## src/sv/ierp_pkg.sv

```systemverilog
`default_nettype none

package ierp_pkg;

  // longest packet prefix that is counted and recorded
  localparam int MAX_PACKET_BYTES = 4096;
  localparam int POS_W            = $clog2(MAX_PACKET_BYTES + 1);

  localparam int CFG_DATA_W = 17;
  localparam int CFG_IDX_W  = 1;

  localparam logic [CFG_IDX_W-1:0] CFG_PORT_LOW  = 1'd0;
  localparam logic [CFG_IDX_W-1:0] CFG_PORT_HIGH = 1'd1;

  localparam logic [15:0] PORT_LOW_RESET  = 16'd33434;
  localparam logic [16:0] PORT_HIGH_RESET = 17'd33534;

  localparam logic [7:0] ICMP_DEST_UNREACH     = 8'd3;
  localparam logic [7:0] ICMP_CODE_PORT_UNREACH = 8'd3;
  localparam logic [7:0] ICMP_TIME_EXCEEDED    = 8'd11;
  localparam logic [7:0] ICMP_CODE_TTL_EXCEEDED = 8'd0;
  localparam logic [7:0] IP_PROTO_UDP          = 8'h11;

  // byte offsets inside an ipv4 header and after the icmp header
  localparam int ICMP_HDR_BYTES = 8;
  localparam int UDP_HDR_BYTES  = 8;
  localparam int IP_PROTO_OFS   = 9;
  localparam int IP_SRC_OFS     = 12;
  localparam int IP_DST_OFS     = 16;

  typedef enum logic [1:0] {
    KIND_NONE          = 2'd0,
    KIND_PORT_UNREACH  = 2'd1,
    KIND_TTL_EXCEEDED  = 2'd2
  } kind_e;

  typedef struct packed {
    logic        valid_res;
    kind_e       kind;
    logic [15:0] quoted_sport;
    logic [15:0] quoted_dport;
    logic [31:0] emitter_addr;
    logic [31:0] target_addr;
  } result_t;

endpackage

`default_nettype wire

```

## src/sv/ierp_if.sv

```systemverilog
`default_nettype none

interface ierp_in_if;
  logic       valid;
  logic       ready;
  logic [7:0] packet_byte;
  logic       last_byte;

  modport source (output valid, output packet_byte, output last_byte, input ready);
  modport sink   (input valid, input packet_byte, input last_byte, output ready);
endinterface

interface ierp_out_if;
  logic                 valid;
  logic                 ready;
  logic                 valid_res;
  ierp_pkg::kind_e      kind;
  logic [15:0]          quoted_sport;
  logic [15:0]          quoted_dport;
  logic [31:0]          emitter_addr;
  logic [31:0]          target_addr;

  modport source (output valid, output valid_res, output kind, output quoted_sport,
                  output quoted_dport, output emitter_addr, output target_addr,
                  input ready);
  modport sink   (input valid, input valid_res, input kind, input quoted_sport,
                  input quoted_dport, input emitter_addr, input target_addr,
                  output ready);
endinterface

`default_nettype wire

```

## src/sv/icmp_error_reply_parser_top.sv

```systemverilog
`default_nettype none

// channel   dir  payload                                          transfer
// in_if     in   packet_byte[7:0], last_byte                      valid & ready
// out_if    out  valid_res, kind[1:0], quoted_sport[15:0],        valid & ready
//                quoted_dport[15:0], emitter_addr[31:0], target_addr[31:0]
// cfg       in   cfg_idx_i[0], cfg_data_i[16:0]                   cfg_we_i
//
// one byte per clock sustained; a byte is registered on its transfer and
// updates the packet state as it leaves the input register, where a last byte
// also loads the output register, from which its result is shown
// the only stall source is the output register: a last byte waits in the input
// register while an earlier result is not yet taken, and no byte is taken meanwhile
// reset clears the packet state and loads the port window defaults, no sweep

module icmp_error_reply_parser_top (
  input  wire                                  clk_i,
  input  wire                                  rst_ni,
  ierp_in_if.sink                              in_if,
  ierp_out_if.source                           out_if,
  input  wire                                  cfg_we_i,
  input  wire [ierp_pkg::CFG_IDX_W-1:0]        cfg_idx_i,
  input  wire [ierp_pkg::CFG_DATA_W-1:0]       cfg_data_i
);
  import ierp_pkg::*;

  // place byte b at slot k of a big-endian word
  function automatic logic [31:0] put_byte(logic [31:0] w, logic [1:0] k, logic [7:0] b);
    logic [31:0] r;
    r = w;
    case (k)
      2'd0:    r[31:24] = b;
      2'd1:    r[23:16] = b;
      2'd2:    r[15:8]  = b;
      default: r[7:0]   = b;
    endcase
    return r;
  endfunction

  // ---------------------------------------------------------------------
  // configuration registers
  // ---------------------------------------------------------------------
  logic [15:0] port_low_q;
  logic [16:0] port_high_q;

  always_ff @(posedge clk_i or negedge rst_ni) begin
    if (!rst_ni) begin
      port_low_q  <= PORT_LOW_RESET;
      port_high_q <= PORT_HIGH_RESET;
    end else if (cfg_we_i) begin
      case (cfg_idx_i)
        CFG_PORT_LOW:  port_low_q  <= cfg_data_i[15:0];
        CFG_PORT_HIGH: port_high_q <= cfg_data_i[16:0];
        default: ;
      endcase
    end
  end

  // ---------------------------------------------------------------------
  // input register
  // ---------------------------------------------------------------------
  logic       s1_valid_q;
  logic [7:0] s1_byte_q;
  logic       s1_last_q;
  logic       out_valid_q;
  result_t    res_q;
  logic       out_free;
  logic       s1_go;
  logic       in_xfer;

  // output slot is free if empty or being drained this cycle
  assign out_free   = !out_valid_q || out_if.ready;
  // a last byte needs the output slot, any other byte moves on at once
  assign s1_go      = s1_valid_q && (!s1_last_q || out_free);
  assign in_if.ready = !s1_valid_q || s1_go;
  assign in_xfer    = in_if.valid && in_if.ready;

  always_ff @(posedge clk_i or negedge rst_ni) begin
    if (!rst_ni) begin
      s1_valid_q <= 1'b0;
    end else if (in_xfer) begin
      s1_valid_q <= 1'b1;
    end else if (s1_go) begin
      s1_valid_q <= 1'b0;
    end
  end

  always_ff @(posedge clk_i) begin
    if (in_xfer) begin
      s1_byte_q <= in_if.packet_byte;
      s1_last_q <= in_if.last_byte;
    end
  end

  // ---------------------------------------------------------------------
  // packet state and per-byte field capture
  // ---------------------------------------------------------------------
  logic [POS_W-1:0] pos_q,   pos_d;
  logic [5:0]       ohl_q,   ohl_d;
  logic [5:0]       ihl_q,   ihl_d;
  logic [15:0]      tc_q,    tc_d;
  logic [7:0]       proto_q, proto_d;
  logic [31:0]      ports_q, ports_d;
  logic [31:0]      osrc_q,  osrc_d;
  logic [31:0]      idst_q,  idst_d;

  logic [POS_W-1:0] ohl_w;
  logic [POS_W-1:0] inner_w;
  logic [POS_W-1:0] ihl_w;
  logic [POS_W-1:0] dst_ofs;
  logic [POS_W-1:0] port_ofs;
  logic [POS_W-1:0] port_base;

  always_comb begin
    pos_d   = pos_q;
    ohl_d   = ohl_q;
    ihl_d   = ihl_q;
    tc_d    = tc_q;
    proto_d = proto_q;
    ports_d = ports_q;
    osrc_d  = osrc_q;
    idst_d  = idst_q;

    // header length nibble of byte 0 counts 32-bit words
    if (pos_q == '0) begin
      ohl_d = {s1_byte_q[3:0], 2'b00};
    end
    ohl_w   = POS_W'(ohl_d);
    inner_w = ohl_w + POS_W'(ICMP_HDR_BYTES);
    if (pos_q == inner_w) begin
      ihl_d = {s1_byte_q[3:0], 2'b00};
    end
    ihl_w     = POS_W'(ihl_d);
    port_base = inner_w + ihl_w;
    dst_ofs   = pos_q - inner_w - POS_W'(IP_DST_OFS);
    port_ofs  = pos_q - port_base;

    if (pos_q < POS_W'(MAX_PACKET_BYTES)) begin
      // capture against the updated lengths, so a short header may overlap
      if (pos_q == ohl_w) begin
        tc_d[15:8] = s1_byte_q;
      end
      if (pos_q == ohl_w + POS_W'(1)) begin
        tc_d[7:0] = s1_byte_q;
      end
      if (pos_q >= POS_W'(IP_SRC_OFS) && pos_q < POS_W'(IP_SRC_OFS + 4)) begin
        osrc_d = put_byte(osrc_q, pos_q[1:0], s1_byte_q);
      end
      if (pos_q == inner_w + POS_W'(IP_PROTO_OFS)) begin
        proto_d = s1_byte_q;
      end
      if (pos_q >= inner_w + POS_W'(IP_DST_OFS) &&
          pos_q <  inner_w + POS_W'(IP_DST_OFS + 4)) begin
        idst_d = put_byte(idst_q, dst_ofs[1:0], s1_byte_q);
      end
      if (pos_q >= port_base && pos_q < port_base + POS_W'(4)) begin
        ports_d = put_byte(ports_q, port_ofs[1:0], s1_byte_q);
      end
    end else begin
      // saturated: lengths of byte zero are not re-read
      ohl_d = ohl_q;
      ihl_d = ihl_q;
    end

    if (pos_q < POS_W'(MAX_PACKET_BYTES)) begin
      pos_d = pos_q + POS_W'(1);
    end
  end

  always_ff @(posedge clk_i or negedge rst_ni) begin
    if (!rst_ni) begin
      pos_q   <= '0;
      ohl_q   <= '0;
      ihl_q   <= '0;
      tc_q    <= '0;
      proto_q <= '0;
      ports_q <= '0;
      osrc_q  <= '0;
      idst_q  <= '0;
    end else if (s1_go) begin
      if (s1_last_q) begin
        // next packet starts clean
        pos_q   <= '0;
        ohl_q   <= '0;
        ihl_q   <= '0;
        tc_q    <= '0;
        proto_q <= '0;
        ports_q <= '0;
        osrc_q  <= '0;
        idst_q  <= '0;
      end else begin
        pos_q   <= pos_d;
        ohl_q   <= ohl_d;
        ihl_q   <= ihl_d;
        tc_q    <= tc_d;
        proto_q <= proto_d;
        ports_q <= ports_d;
        osrc_q  <= osrc_d;
        idst_q  <= idst_d;
      end
    end
  end

  // ---------------------------------------------------------------------
  // result evaluation on the last byte
  // ---------------------------------------------------------------------
  result_t          res_d;
  logic [POS_W-1:0] need_bytes;
  logic             long_enough;
  logic [15:0]      quoted_dport;
  logic             in_window;

  assign need_bytes  = POS_W'(ohl_d) + POS_W'(ICMP_HDR_BYTES) + POS_W'(ihl_d)
                     + POS_W'(UDP_HDR_BYTES);
  assign long_enough = pos_d >= need_bytes;
  assign quoted_dport = ports_d[15:0];
  assign in_window   = (quoted_dport >= port_low_q) &&
                       ({1'b0, quoted_dport} < port_high_q);

  always_comb begin
    res_d = '0;
    if (long_enough) begin
      if (tc_d[15:8] == ICMP_DEST_UNREACH && tc_d[7:0] == ICMP_CODE_PORT_UNREACH) begin
        res_d.kind = KIND_PORT_UNREACH;
      end else if (tc_d[15:8] == ICMP_TIME_EXCEEDED &&
                   tc_d[7:0] == ICMP_CODE_TTL_EXCEEDED) begin
        res_d.kind = KIND_TTL_EXCEEDED;
      end
      if (res_d.kind != KIND_NONE && proto_d == IP_PROTO_UDP) begin
        res_d.quoted_dport = quoted_dport;
        if (in_window) begin
          res_d.valid_res    = 1'b1;
          res_d.quoted_sport = ports_d[31:16];
          res_d.emitter_addr = osrc_d;
          res_d.target_addr  = idst_d;
        end
      end
    end
  end

  // ---------------------------------------------------------------------
  // output register
  // ---------------------------------------------------------------------
  always_ff @(posedge clk_i or negedge rst_ni) begin
    if (!rst_ni) begin
      out_valid_q <= 1'b0;
    end else if (s1_go && s1_last_q) begin
      out_valid_q <= 1'b1;
    end else if (out_if.ready) begin
      out_valid_q <= 1'b0;
    end
  end

  always_ff @(posedge clk_i) begin
    if (s1_go && s1_last_q) begin
      res_q <= res_d;
    end
  end

  assign out_if.valid        = out_valid_q;
  assign out_if.valid_res    = res_q.valid_res;
  assign out_if.kind         = res_q.kind;
  assign out_if.quoted_sport = res_q.quoted_sport;
  assign out_if.quoted_dport = res_q.quoted_dport;
  assign out_if.emitter_addr = res_q.emitter_addr;
  assign out_if.target_addr  = res_q.target_addr;

  // ---------------------------------------------------------------------
  // checks
  // ---------------------------------------------------------------------
  a_valid_has_kind: assert property (@(posedge clk_i) disable iff (!rst_ni)
    out_valid_q && res_q.valid_res |-> res_q.kind != KIND_NONE)
    else $error("valid result without a known kind");

  a_rejected_is_clear: assert property (@(posedge clk_i) disable iff (!rst_ni)
    out_valid_q && !res_q.valid_res |->
      res_q.quoted_sport == '0 && res_q.emitter_addr == '0 && res_q.target_addr == '0)
    else $error("rejected result carries data");

  a_no_kind_no_port: assert property (@(posedge clk_i) disable iff (!rst_ni)
    out_valid_q && res_q.kind == KIND_NONE |-> res_q.quoted_dport == '0)
    else $error("port given without a kind");

  a_last_clears: assert property (@(posedge clk_i) disable iff (!rst_ni)
    s1_go && s1_last_q |=> out_valid_q && pos_q == '0 && ohl_q == '0)
    else $error("last byte did not deliver a result or clear the packet");

  a_pos_saturates: assert property (@(posedge clk_i) disable iff (!rst_ni)
    pos_q <= POS_W'(MAX_PACKET_BYTES))
    else $error("byte count beyond its limit");

endmodule

`default_nettype wire

```

## src/flat_wrapper.sv

```systemverilog
// flat-port wrapper written by rule: the top's interface ports become plain ports
module icmp_error_reply_parser_top_flat import ierp_pkg::*;
  (clk_i, rst_ni, cfg_we_i, cfg_idx_i, cfg_data_i, in_if_valid, in_if_packet_byte, in_if_last_byte, in_if_ready, out_if_valid, out_if_valid_res, out_if_kind, out_if_quoted_sport, out_if_quoted_dport, out_if_emitter_addr, out_if_target_addr, out_if_ready);
  ierp_in_if in_if_i ();
  ierp_out_if out_if_i ();
  input  wire clk_i;
  input  wire rst_ni;
  input  wire cfg_we_i;
  input  wire [ierp_pkg::CFG_IDX_W-1:0] cfg_idx_i;
  input  wire [ierp_pkg::CFG_DATA_W-1:0] cfg_data_i;
  input wire logic [$bits(in_if_i.valid)-1:0] in_if_valid;
  input wire logic [$bits(in_if_i.packet_byte)-1:0] in_if_packet_byte;
  input wire logic [$bits(in_if_i.last_byte)-1:0] in_if_last_byte;
  output wire logic [$bits(in_if_i.ready)-1:0] in_if_ready;
  output wire logic [$bits(out_if_i.valid)-1:0] out_if_valid;
  output wire logic [$bits(out_if_i.valid_res)-1:0] out_if_valid_res;
  output wire logic [$bits(out_if_i.kind)-1:0] out_if_kind;
  output wire logic [$bits(out_if_i.quoted_sport)-1:0] out_if_quoted_sport;
  output wire logic [$bits(out_if_i.quoted_dport)-1:0] out_if_quoted_dport;
  output wire logic [$bits(out_if_i.emitter_addr)-1:0] out_if_emitter_addr;
  output wire logic [$bits(out_if_i.target_addr)-1:0] out_if_target_addr;
  input wire logic [$bits(out_if_i.ready)-1:0] out_if_ready;
  assign in_if_i.valid = in_if_valid;
  assign in_if_i.packet_byte = in_if_packet_byte;
  assign in_if_i.last_byte = in_if_last_byte;
  assign in_if_ready = in_if_i.ready;
  assign out_if_valid = out_if_i.valid;
  assign out_if_valid_res = out_if_i.valid_res;
  assign out_if_kind = out_if_i.kind;
  assign out_if_quoted_sport = out_if_i.quoted_sport;
  assign out_if_quoted_dport = out_if_i.quoted_dport;
  assign out_if_emitter_addr = out_if_i.emitter_addr;
  assign out_if_target_addr = out_if_i.target_addr;
  assign out_if_i.ready = out_if_ready;
  icmp_error_reply_parser_top u_core (.clk_i(clk_i), .rst_ni(rst_ni), .in_if(in_if_i), .out_if(out_if_i), .cfg_we_i(cfg_we_i), .cfg_idx_i(cfg_idx_i), .cfg_data_i(cfg_data_i));
endmodule
```

## config.mk

```make
export PLATFORM = sky130hd
export DESIGN_NAME = icmp_error_reply_parser_top_flat
export DESIGN_NICKNAME = d
export VERILOG_FILES = /design/src/sv/ierp_pkg.sv /design/src/sv/ierp_if.sv /design/src/sv/icmp_error_reply_parser_top.sv /design/src/flat_wrapper.sv
export SDC_FILE = /design/constraint.sdc
export NUM_CORES = 1
export LEC_CHECK = 0
export CORE_MARGIN = 1
export CORE_UTILIZATION = 59
export CTS_CLUSTER_DIAMETER = 120
export DETAILED_ROUTE_END_ITERATION = 12
export DONT_BUFFER_PORTS = 1
export PLACE_DENSITY_LB_ADDON = 0.3
export SLEW_MARGIN = 0
export SYNTH_ARGS = -nofsm -noshare
export SYNTH_HDL_FRONTEND = slang
export SYNTH_SLANG_ARGS = --single-unit
export TNS_END_PERCENT = 100
```

## constraint.sdc

```tcl
create_clock -name clk_i -period 8.2 [get_ports clk_i]
set_input_delay 0.82 -clock clk_i [delete_from_list [all_inputs] [get_ports clk_i]]
set_output_delay 0.82 -clock clk_i [all_outputs]
set_load 0.01 [all_outputs]
```

Yosys cells after proc, flatten, opt, wreduce, memory -nomap -nowiden
Index checks and enable logic that the tools add are counted.

cells by class
  bitwise gates (word level) = 1
  reductions and logical operators = 31
  add/subtract/negate cells = 14
  magnitude comparators = 10
  eq/ne operators = 14
  multiplexer cells = 44

operators by type and width
  kind                     number
  $mux W32                 9
  $mux W8                  17
  $ge A13 B13 Y1           3
  $mux W6                  6
  $mux W16                 2
  $eq A13 B7 Y1            2
  $lt A13 B13 Y1           2
  $mux W13                 2
  $lt A16 B17 Y1           1
  $add A7 B5 Y8 const B    2
  $eq A8 B2 Y1 const B     2
  $ge A16 B16 Y1           1
  $add A6 B4 Y7 const B    2
  $add A13 B1 Y13 const B  1
  $add A13 B3 Y13 const B  1
  $add A13 B4 Y13 const B  1
  $add A13 B6 Y13          1
  $eq A13 B13 Y1           1
  $eq A13 B6 Y1            1
  $ge A13 B4 Y1 const B    1
  $logic_not A13 Y1        1
  $lt A13 B13 Y1 const B   1
  $lt A13 B5 Y1 const B    1
  $logic_and A1 B1 Y1      10
  other kinds (20)         43

storage, ports and cells
  input port bits = 32
  output and inout bits = 101
  register bits after elaboration = 288
  word-level logic and storage cells = 134

Longest topological paths before layout
Gate-level depths: netlist of run 1.

  depth in word-level cells = 15
  depth in mapped cells = 45
  mapped depth without buffers = 39

Worst setup path after synthesis of run 1
Ideal clock, no wire load.

  path kind = reg-to-reg
  from = register u_core.pos_q[0]
  to = register u_core.res_q (netlist bit u_core.out_if.emitter_addr[0]), data pin
  library setup time = 0.278 ns
  period minus slack after synthesis = 8.977 ns
  cell stages (with the launch flop) = 35
  path slack = -0.777 ns
  data required time = 7.922 ns
  arrival = 8.699 ns
  path through = dfrtp_1 inv_1 ha_1 or4b_1 buf_2 nor4_4 mux2i_1 ha_1 ha_1 nor3_1 and3_1 clkbuf_1 mux2_2 ha_1 clkbuf_1 or3b_2 o211ai_1 nor3b_1 nor2_1 xor2_1 ha_1 o21ai_0 a211oi_1 nor3_1 o21ai_0 or4_1 clkbuf_1 mux2_2 ha_1 nand4_1 a311oi_1 nand2_1 a31oi_1 clkbuf_1 nor3_2

on the way
  word-level cells in the longest chain between the ends = 15
  elaborated cells between the ends (all ways) = 64

ends and longest elaborated chain
  item                                                      line                                                                    text
  from (decl)                                               icmp_error_reply_parser_top.sv:98                                       logic [POS_W-1:0] pos_q, pos_d;
  from (signal assigned)                                    icmp_error_reply_parser_top.sv:192                                      pos_q <= pos_d;
  branches (longest 11 deep; another with $add A13 B3 Y13)  --
  $mux W32 *                                                icmp_error_reply_parser_top.sv:138                                      if (pos_q < POS_W'(MAX_PACKET_BYTES)) begin
  via u_core.ports_d[6]                                     icmp_error_reply_parser_top.sv:103                                      logic [31:0] ports_q, ports_d;
  $lt A16 B17 Y1 or $ge A16 B16 Y1 (tied branches)          icmp_error_reply_parser_top.sv:218, icmp_error_reply_parser_top.sv:217
  $logic_and A1 B1 Y1 *                                     icmp_error_reply_parser_top.sv:217                                      assign in_window = (quoted_dport >= port_low_q) &&
  $reduce_and A3 Y1 (no source line) *                      --
  to (signal assigned)                                      icmp_error_reply_parser_top.sv:256                                      res_q <= res_d;
  to (decl)                                                 icmp_error_reply_parser_top.sv:66                                       result_t res_q;

Mark *: on every way through the listed nets, which the timed path passes. The select of a mux whose other input is x is not followed.
A chain may end at the register's enable or synchronous reset.

Final worst setup path of run 1
  from = register u_core.pos_q[1]
  to = register u_core.res_q (netlist bit u_core.out_if.emitter_addr[0]), data pin

on the way
  word-level cells in the longest chain between the ends = 15
  elaborated cells between the ends (all ways) = 64

ends and longest elaborated chain
  item
  branches (longest 15 deep; another with $lt A16 B17 Y1)

Several ways; the timed one is not identified. The select of a mux whose other input is x is not followed.

==> results of run 1 <==
## what timing repair did
item / CTS / global route
hold buffers: 1 / 0
endpoints found under the setup margin: 81 / 81
resized for setup: 44 / 84
gates cloned: 1 / 1
pin swaps: 8 / 53
setup buffers: 9 / 15
hold endpoints to repair: 165 / 0
## metal layers
layer | track usage | up-vias | part of all wire
met5 | 0 | - | 0
met4 | 0.1099 | 0 | 0.029
met2 | 0.5027 | 538 | 0.49
met3 | 0.04418 | 96 | 0.069
li1 | - | 6109 | -
met1 | 0.4191 | 6524 | 0.42
## cell families (layout without fill, tap and decap cells)
family / count (synthesis) / after routing / synth area share
simple gates: 500 / 500 / 0.1683
compound gates: 371 / 371 / 0.1346
flops: 288 / 288 / 0.4574
buf+inv: 183 / 295 / 0.04569
mux: 162 / 162 / 0.09883
fa+ha+maj: 103 / 103 / 0.07679
xor+xnor: 35 / 35 / 0.01806
other cells: 1 / 1 / 0.0002209
## stage by stage
step / worst slack, ns / utilization / instance area, sq um
after floorplan: 0.002983 / - / 17130
after global routing: -0.4577 / 0.7157 / 20050
after global placement: -0.1732 / 0.6502 / 18210
after detailed placement: -0.3284 / 0.6502 / 18210
final: -0.1368 / 0.7157 / 20050
after CTS: -0.04335 / 0.6966 / 19510
## worst max-delay path by stage
| stage | start | to | slack [ns] | cells past startpoint |
|---|---|---|---|---|
| 6_report | u_core.pos_q[1]$_DFFE_PN0P_ | u_core.out_if.emitter_addr[0]$_SDFFCE_PN0P_ | -0.14 | 38 |
| 5_1_grt | u_core.pos_q[1]$_DFFE_PN0P_ | u_core.out_if.emitter_addr[0]$_SDFFCE_PN0P_ | -0.46 | 38 |
| 4_1_cts | u_core.pos_q[1]$_DFFE_PN0P_ | u_core.out_if.emitter_addr[6]$_SDFFCE_PN0P_ | -0.04 | 40 |
| 3_5_place_dp | u_core.pos_q[1]$_DFFE_PN0P_ | u_core.out_if.emitter_addr[24]$_SDFFCE_PN0P_ | -0.33 | 41 |
| 3_3_place_gp | u_core.pos_q[0]$_DFFE_PN0P_ | u_core.out_if.emitter_addr[22]$_SDFFCE_PN0P_ | -0.17 | 40 |
| 2_1_floorplan | u_core.pos_q[0]$_DFFE_PN0P_ | u_core.out_if.emitter_addr[0]$_SDFFCE_PN0P_ | 0.003 | 36 |
## registers in the layout, indices dropped and copies added (netlist names), 2 cells and up
| name | count |
|---|---|
| u_core.idst_q | 32 |
| u_core.osrc_q | 32 |
| u_core.out_if.emitter_addr | 32 |
| u_core.out_if.target_addr | 32 |
| u_core.ports_q | 32 |
| u_core.port_high_q | 17 |
| u_core.out_if.quoted_dport | 16 |
| u_core.out_if.quoted_sport | 16 |
| u_core.port_low_q | 16 |
| u_core.tc_q | 16 |
| u_core.pos_q | 13 |
| u_core.proto_q | 8 |
| u_core.s1_byte_q | 8 |
| u_core.ihl_q | 6 |
| u_core.ohl_q | 6 |
| u_core.out_if.kind | 2 |
## final cells by class
cell class / instances / area [sq um] / share of cell area
clock buffers: 39 / 804.5 / 0.04013
clock inverters: 17 / 182.7 / 0.009112
inverters: 70 / 262.8 / 0.01311
multi-input cells: 1172 / 9102 / 0.4541
flip-flops and latches: 288 / 7767 / 0.3875
well taps: 378 / 473.0 / 0.02359
repair buffers: 169 / 1454 / 0.07253
## critical path: cells and delay by family, from the launching register on
family | cells | cell delay [ns]
simple gates | 12 | 2.98
compound gates | 13 | 2.16
fa+ha+maj | 6 | 1.34
buf+inv | 5 | 0.71
mux | 2 | 0.56
flops | 1 | 0.41
## power groups by stage
stage | sequential, mW | clock, mW | combinational (mW)
2_1_floorplan | 1.85 | 0 | 1.07
3_3_place_gp | 1.87 | 0 | 1.48
3_5_place_dp | 1.89 | 0 | 1.52
4_1_cts | 1.86 | 1.37 | 1.63
5_1_grt | 1.89 | 1.43 | 1.96
6_report | 1.87 | 1.36 | 1.79
## cells in the final DEF, fill, tap and decap left out, drive strengths merged, types with 6 or more instances in the layout
| master | n |
|---|---|
| o21ai | 154 |
| nand2b | 14 |
| nor3 | 94 |
| a22o | 19 |
| xor2 | 15 |
| nand3 | 31 |
| and2 | 42 |
| nor2 | 48 |
| buf | 167 |
| a21o | 17 |
| edfxtp | 108 |
| nor2b | 25 |
| xnor2 | 20 |
| mux2i | 120 |
| dfstp | 15 |
| a211oi | 7 |
| o31ai | 6 |
| o21a | 9 |
| clkbuf | 41 |
| nand2 | 186 |
| ha | 101 |
| nand4 | 12 |
| a21oi | 77 |
| nor4b | 6 |
| o311ai | 8 |
| dfrtp | 165 |
| a22oi | 30 |
| or3 | 8 |
| inv | 70 |
| clkinv | 12 |
| and3 | 9 |
| mux2 | 42 |
==> reports/metrics.cfg, run 1 <==
[yosys]
async_reset_ff_frac = 0.6250
dominantRegCellSynth = dfrtp_1
number_of_enable_flip_flop_cells_after_synthesis = 108
netlist.top_cell.by_area = dfrtp_1
syn-cell-area_sq_um = 16980
postSynthNetCount = 1778
syn-instance-count = 1643
cell_types_with_the_highest_counts_after_synthesis = nand2_1, dfrtp_1, o21ai_0
postSynthAreaPerCell_sq_um = 10.33
yosysUniqueCellTypes = 74
synth-seq-cells = 288
yosys_warnings = 0
synthTopCellsByArea = dfrtp_1, edfxtp_1, ha_1, mux2i_1, nor3_2
synthMostInstantiatedCell = nand2_1
synth-seq-area-share = 0.4574
post-synth-top-area-fraction = 0.2432

[clock_tree]
cts_num_sinks = 288
cts.reportedPaths.clkPinSlew_ns = 0.07
tritoncts = yes
root_buffer = clkbuf_16
clock_tree.htree_level_count = 1
cts_buffers = 30
ctsLongestPathBuffers = 3
clock_latency_ns = 0.59

[power]
power_density_nw_per_um2 = 250.4
static-leakage-power_nw = 8.664
p_switching_mw = 1.730
internal-power_mw = 3.290
clock_power_share = 0.271
netSwitchingFraction = 0.3446
share_seq_of_total_power = 0.372
power_mw = 5.020
p_comb_frac = 0.357
vdd.ir_drop.worst_mv = 0.2443

[floorplan]
fp.dieH_um = 171.6
die-area_sq_um = 29460
boundary_pins = 133
effective_utilization_at_floorplan = 0.6061
dieWidth_um = 171.6
rows = 61
core_region_area_sq_um = 28010

[job]
timing.max_cap.violations = 0

[placed_design]
hpwl_mm = 29.08
io_buffer_count = 0
gp_routability_congestion = 0.9766
placedCellCount = 2052

[global_routing]
grt_start_max_net_pins = 166
grt_pass1_wl_mm = 70.38
track_usage = 0.3084
global_route.overflow_total = 0
grt_pass1_vias = 12826
antenna_found_initial = 0

[timing]
worst_hold_slack_ns = 0.06778
setup_violations = 79
grt_setup_unrepaired = yes
max-slew-margin-rel = 0.2874
final_hold_viols = 0
highest_clock_rate_mhz = 120.0
final_critical_path_share_of_the_clock_period = 1.017
clock-skew-final_ns = 0.03230
setup-tns-final_ns = -4.071
setup_slack_ns = -0.1368
max_slew.worst_pin.slew_ns = 1.064
timing.final.crit_period_ns = 8.337
slew_violations = 0

[critical_path]
critPathSlowestCell = or4_4
required_ns = 8.60
cp_peak_stage_delay_ns = 0.61
critical_path.reg2reg.startpoint = u_core.pos_q[1]$_DFFE_PN0P_
reg2reg_depth = 38
crit_path_frequent_cell = ha_4
cp-end-kind = flop
ff2ff_setup_slack_ns = -0.14
worst-setup-path-type = flop to flop
r2r-end = u_core.out_if.emitter_addr[0]$_SDFFCE_PN0P_
critPathLaunchType = flop
cp_data_arrival_time_ns = 8.74
critical_path_peak_fanout = 8

[detailed_routing]
drtAntennaViolNets = 0
post_drt_via_cell_ratio = 6.220
detail_route.iter0.violations = 1119
wire_per_inst_um = 21.41
drt_first_pass_iters = 5
detail_route.drc_violations = 0
routed_wl_mm = 45.66
route.vias.total = 13267

[min_path]
hold_class = input pin to async pin

[layout]
fin_cells = 2133
antennaDiodeCount = 0
drive_above_1_share = 0.2547
areaGrowthSynthToFinish_pct = 18.08
filler_cell_count = 1983
nets = 1866

[status]
outcome = complete, but fails checks
failed_checks = setup timing

No activity file was read; power rests on OpenSTA's default activity.
==> inputs of run 2 (changes only) <==
--- a/config.mk
+++ b/config.mk
@@ -10,6 +10,7 @@
 export CTS_CLUSTER_DIAMETER = 120
 export DETAILED_ROUTE_END_ITERATION = 12
 export DONT_BUFFER_PORTS = 1
+export MAX_ROUTING_LAYER = met4
 export PLACE_DENSITY_LB_ADDON = 0.3
 export SLEW_MARGIN = 0
 export SYNTH_ARGS = -nofsm -noshare
==> run 2 against run 1 <==
Net effect: the run still ends with setup timing left; non-clock buffer count fell by 5; first-iteration DRC count fell by 0.18%; wire length fell by 0.94%; clock-buffer cell count rose by 3; sequential power barely moved; register-to-register slack got worse by 0.03 ns; combinational power fell by 3%; critical path depth rose by 7; clock power fell by 4%; sequential cell count did not move; critical endpoint unchanged; largest power group unchanged.
==> reports/metrics.cfg, run 2 (same netlist as run 1, synthesis figures left out) <==
[layout]
filler_cell_count = 2001  ; was 1983
areaGrowthSynthToFinish_pct = 17.61  ; was 18.08%
drive_above_1_share = 0.2386  ; was 0.2547
nets = 1860  ; was 1866
layout.cells.most_common = nand2_1  ; unchanged
final_cell_area_sq_um = 19970  ; was 20050 sq um
mostFrequentLayoutCells = nand2_1, dfrtp_1, o21ai_0, buf_4, mux2i_1  ; was nand2_1, dfrtp_1, buf_4
seqCellArea_sq_um = 7767  ; unchanged
antennaDiodeCount = 0  ; unchanged
multi_input_comb_area_sq_um = 9101  ; was 9102 sq um

[placed_design]
postPlaceCellArea_sq_um = 18140  ; was 18210 sq um
gp_routability_congestion = 0.9810  ; was 0.9766
io_buffer_count = 0  ; unchanged
hpwl_mm = 28.92  ; was 29.08 mm

[timing]
final_critical_path_share_of_the_clock_period = 1.021  ; was 1.017
max_slew.worst_pin.slew_ns = 1.257  ; was 1.064 ns
highest_clock_rate_mhz = 119.5  ; was 120.0 MHz
clock-skew-final_ns = 0.01083  ; was 0.03230 ns
final_hold_viols = 0  ; unchanged
slew_violations = 0  ; unchanged
setup_slack_ns = -0.1699  ; was -0.1368 ns
setup_violations = 81  ; was 79
max-slew-margin-rel = 0.1597  ; was 0.2874
timing.final.crit_period_ns = 8.370  ; was 8.337 ns
setup-tns-final_ns = -7.121  ; was -4.071 ns
grt_setup_unrepaired = yes  ; unchanged

[detailed_routing]
drtAntennaViolNets = 0  ; unchanged
detail_route.drc_violations = 0  ; unchanged
drt_first_pass_iters = 5  ; unchanged
detail_route.iter0.violations = 1117  ; was 1119
wire_per_inst_um = 21.27  ; was 21.41 um
post_drt_via_cell_ratio = 6.170  ; was 6.220
route.vias.total = 13118  ; was 13267
routed_wl_mm = 45.23  ; was 45.66 mm

[global_routing]
m2_gr_usage = 0.4876  ; was 0.5027
track_usage = 0.3136  ; was 0.3084
antenna_found_initial = 0  ; unchanged
grt_pass1_vias = 12608  ; was 12826
grt_pass1_wl_mm = 69.77  ; was 70.38 mm
grt.met3_usage = 0.03958  ; was 0.04418
global_route.overflow_total = 0  ; unchanged
grt_start_max_net_pins = 166  ; unchanged
groute.layer.met1.usage = 0.4267  ; was 0.4191
layer_with_the_highest_usage = met2  ; unchanged

[power]
power_density_nw_per_um2 = 245.6  ; was 250.4 nW/um^2
static-leakage-power_nw = 8.604  ; was 8.664 nW
vdd.ir_drop.worst_mv = 0.2720  ; was 0.2443 mV

[clock_tree]
root_buffer = clkbuf_16  ; unchanged
cts.reportedPaths.clkPinSlew_ns = 0.07  ; about the same
cts_buffers = 29  ; was 30
clock_tree.htree_level_count = 1  ; unchanged
tritoncts = yes  ; unchanged
clock_latency_ns = 0.57  ; was 0.59 ns
cts_num_sinks = 288  ; unchanged
ctsLongestPathBuffers = 3  ; unchanged

[critical_path]
cp-end-kind = flop  ; unchanged
critPathLaunchType = flop  ; unchanged
critical_path_peak_fanout = 8  ; unchanged
worst-setup-path-type = flop to flop  ; unchanged
cp_peak_stage_delay_ns = 0.50  ; was 0.61 ns
critPathSlowestCell = a2111o_2  ; was or4_4
cp_data_arrival_time_ns = 8.77  ; was 8.74 ns
r2r-end = u_core.out_if.emitter_addr[0]$_SDFFCE_PN0P_  ; unchanged
crit_path_frequent_cell = ha_4  ; unchanged
critical_path.reg2reg.startpoint = u_core.pos_q[0]$_DFFE_PN0P_  ; was u_core.pos_q[1]$_DFFE_PN0P_
required_ns = 8.60  ; about the same
ff2ff_setup_slack_ns = -0.17  ; was -0.14 ns
startpoint = u_core.pos_q[0]$_DFFE_PN0P_  ; was u_core.pos_q[1]$_DFFE_PN0P_
reg2reg_depth = 45  ; was 38

[floorplan]
fp.dieH_um = 171.6  ; unchanged
core_region_area_sq_um = 28010  ; unchanged
rows = 61  ; unchanged
die-area_sq_um = 29460  ; unchanged
effective_utilization_at_floorplan = 0.6061  ; unchanged
boundary_pins = 133  ; unchanged
dieWidth_um = 171.6  ; unchanged

[status]
failed_checks = setup timing  ; unchanged
outcome = complete, but fails checks  ; unchanged

[min_path]
hold_class = input pin to async pin  ; unchanged

[job]
timing.max_cap.violations = 0  ; unchanged

-- run 2: worst max path at each step --
stage | endpoint
after floorplan | u_core.out_if.emitter_addr[0]$_SDFFCE_PN0P_
after global placement | u_core.out_if.target_addr[31]$_SDFFCE_PN0P_
after detailed placement | u_core.out_if.emitter_addr[6]$_SDFFCE_PN0P_
after CTS | u_core.out_if.emitter_addr[25]$_SDFFCE_PN0P_
after global routing | u_core.out_if.emitter_addr[0]$_SDFFCE_PN0P_
final | u_core.out_if.emitter_addr[0]$_SDFFCE_PN0P_
-- run 2: timing repair --
item | CTS | global route
pin swaps | 32 | 49
setup buffers | 15 | 11
hold buffers | 1 | 0
resized for setup | 54 | 74
endpoints found under the hold margin | 165 | 0
setup endpoints to repair | 81 | 81
gates cloned | 3 | 1
-- run 2: layer usage --
layer | part of all wire | up-vias
met3 | 0.068 | 82
met5 | 0 | -
met4 | 0.029 | 0
met2 | 0.47 | 479
li1 | - | 6091
met1 | 0.43 | 6466
-- run 2: critical path: cells and delay by family, from the launching register on --
family | cells | cell delay, ns
compound gates | 12 | 1.90
xor+xnor | 1 | 0.16
fa+ha+maj | 7 | 1.63
buf+inv | 11 | 1.48
flops | 1 | 0.39
mux | 1 | 0.29
simple gates | 13 | 2.31
-- run 2: power breakdown --
| part | leakage [nW] | internal [mW] | switching [mW] | total, mW |
|---|---|---|---|---|
| Sequential | 3.42 | 1.71 | 0.163 | 1.87 |
| Clock | 0.445 | 0.732 | 0.574 | 1.31 |
| Combinational | 4.74 | 0.788 | 0.942 | 1.73 |
| Total | 8.60 | 3.23 | 1.68 | 4.90 |
-- run 2: final cells by class --
type	instances	share of cell area
Clock buffer	42	0.03929
Clock inverter	12	0.006517
Inverter	70	0.01316
Multi-Input combinational cell	1172	0.4558
Sequential cell	288	0.3890
Tap cell	378	0.02369
Timing Repair Buffer	164	0.07256
-- run 2: through the flow --
stage	hold slack (ns)	setup WS, ns	power, mW	cells	util
after floorplan	0.4418	0.002983	2.916	1643	-
after global placement	0.4544	-0.2549	3.327	2042	0.6476
after detailed placement	0.4624	-0.3601	3.384	2042	0.6476
after CTS	0.07460	-0.04857	4.781	2115	0.6958
after global routing	0.07450	-0.4555	5.160	2126	0.7129
final	0.09238	-0.1699	4.904	2126	0.7129
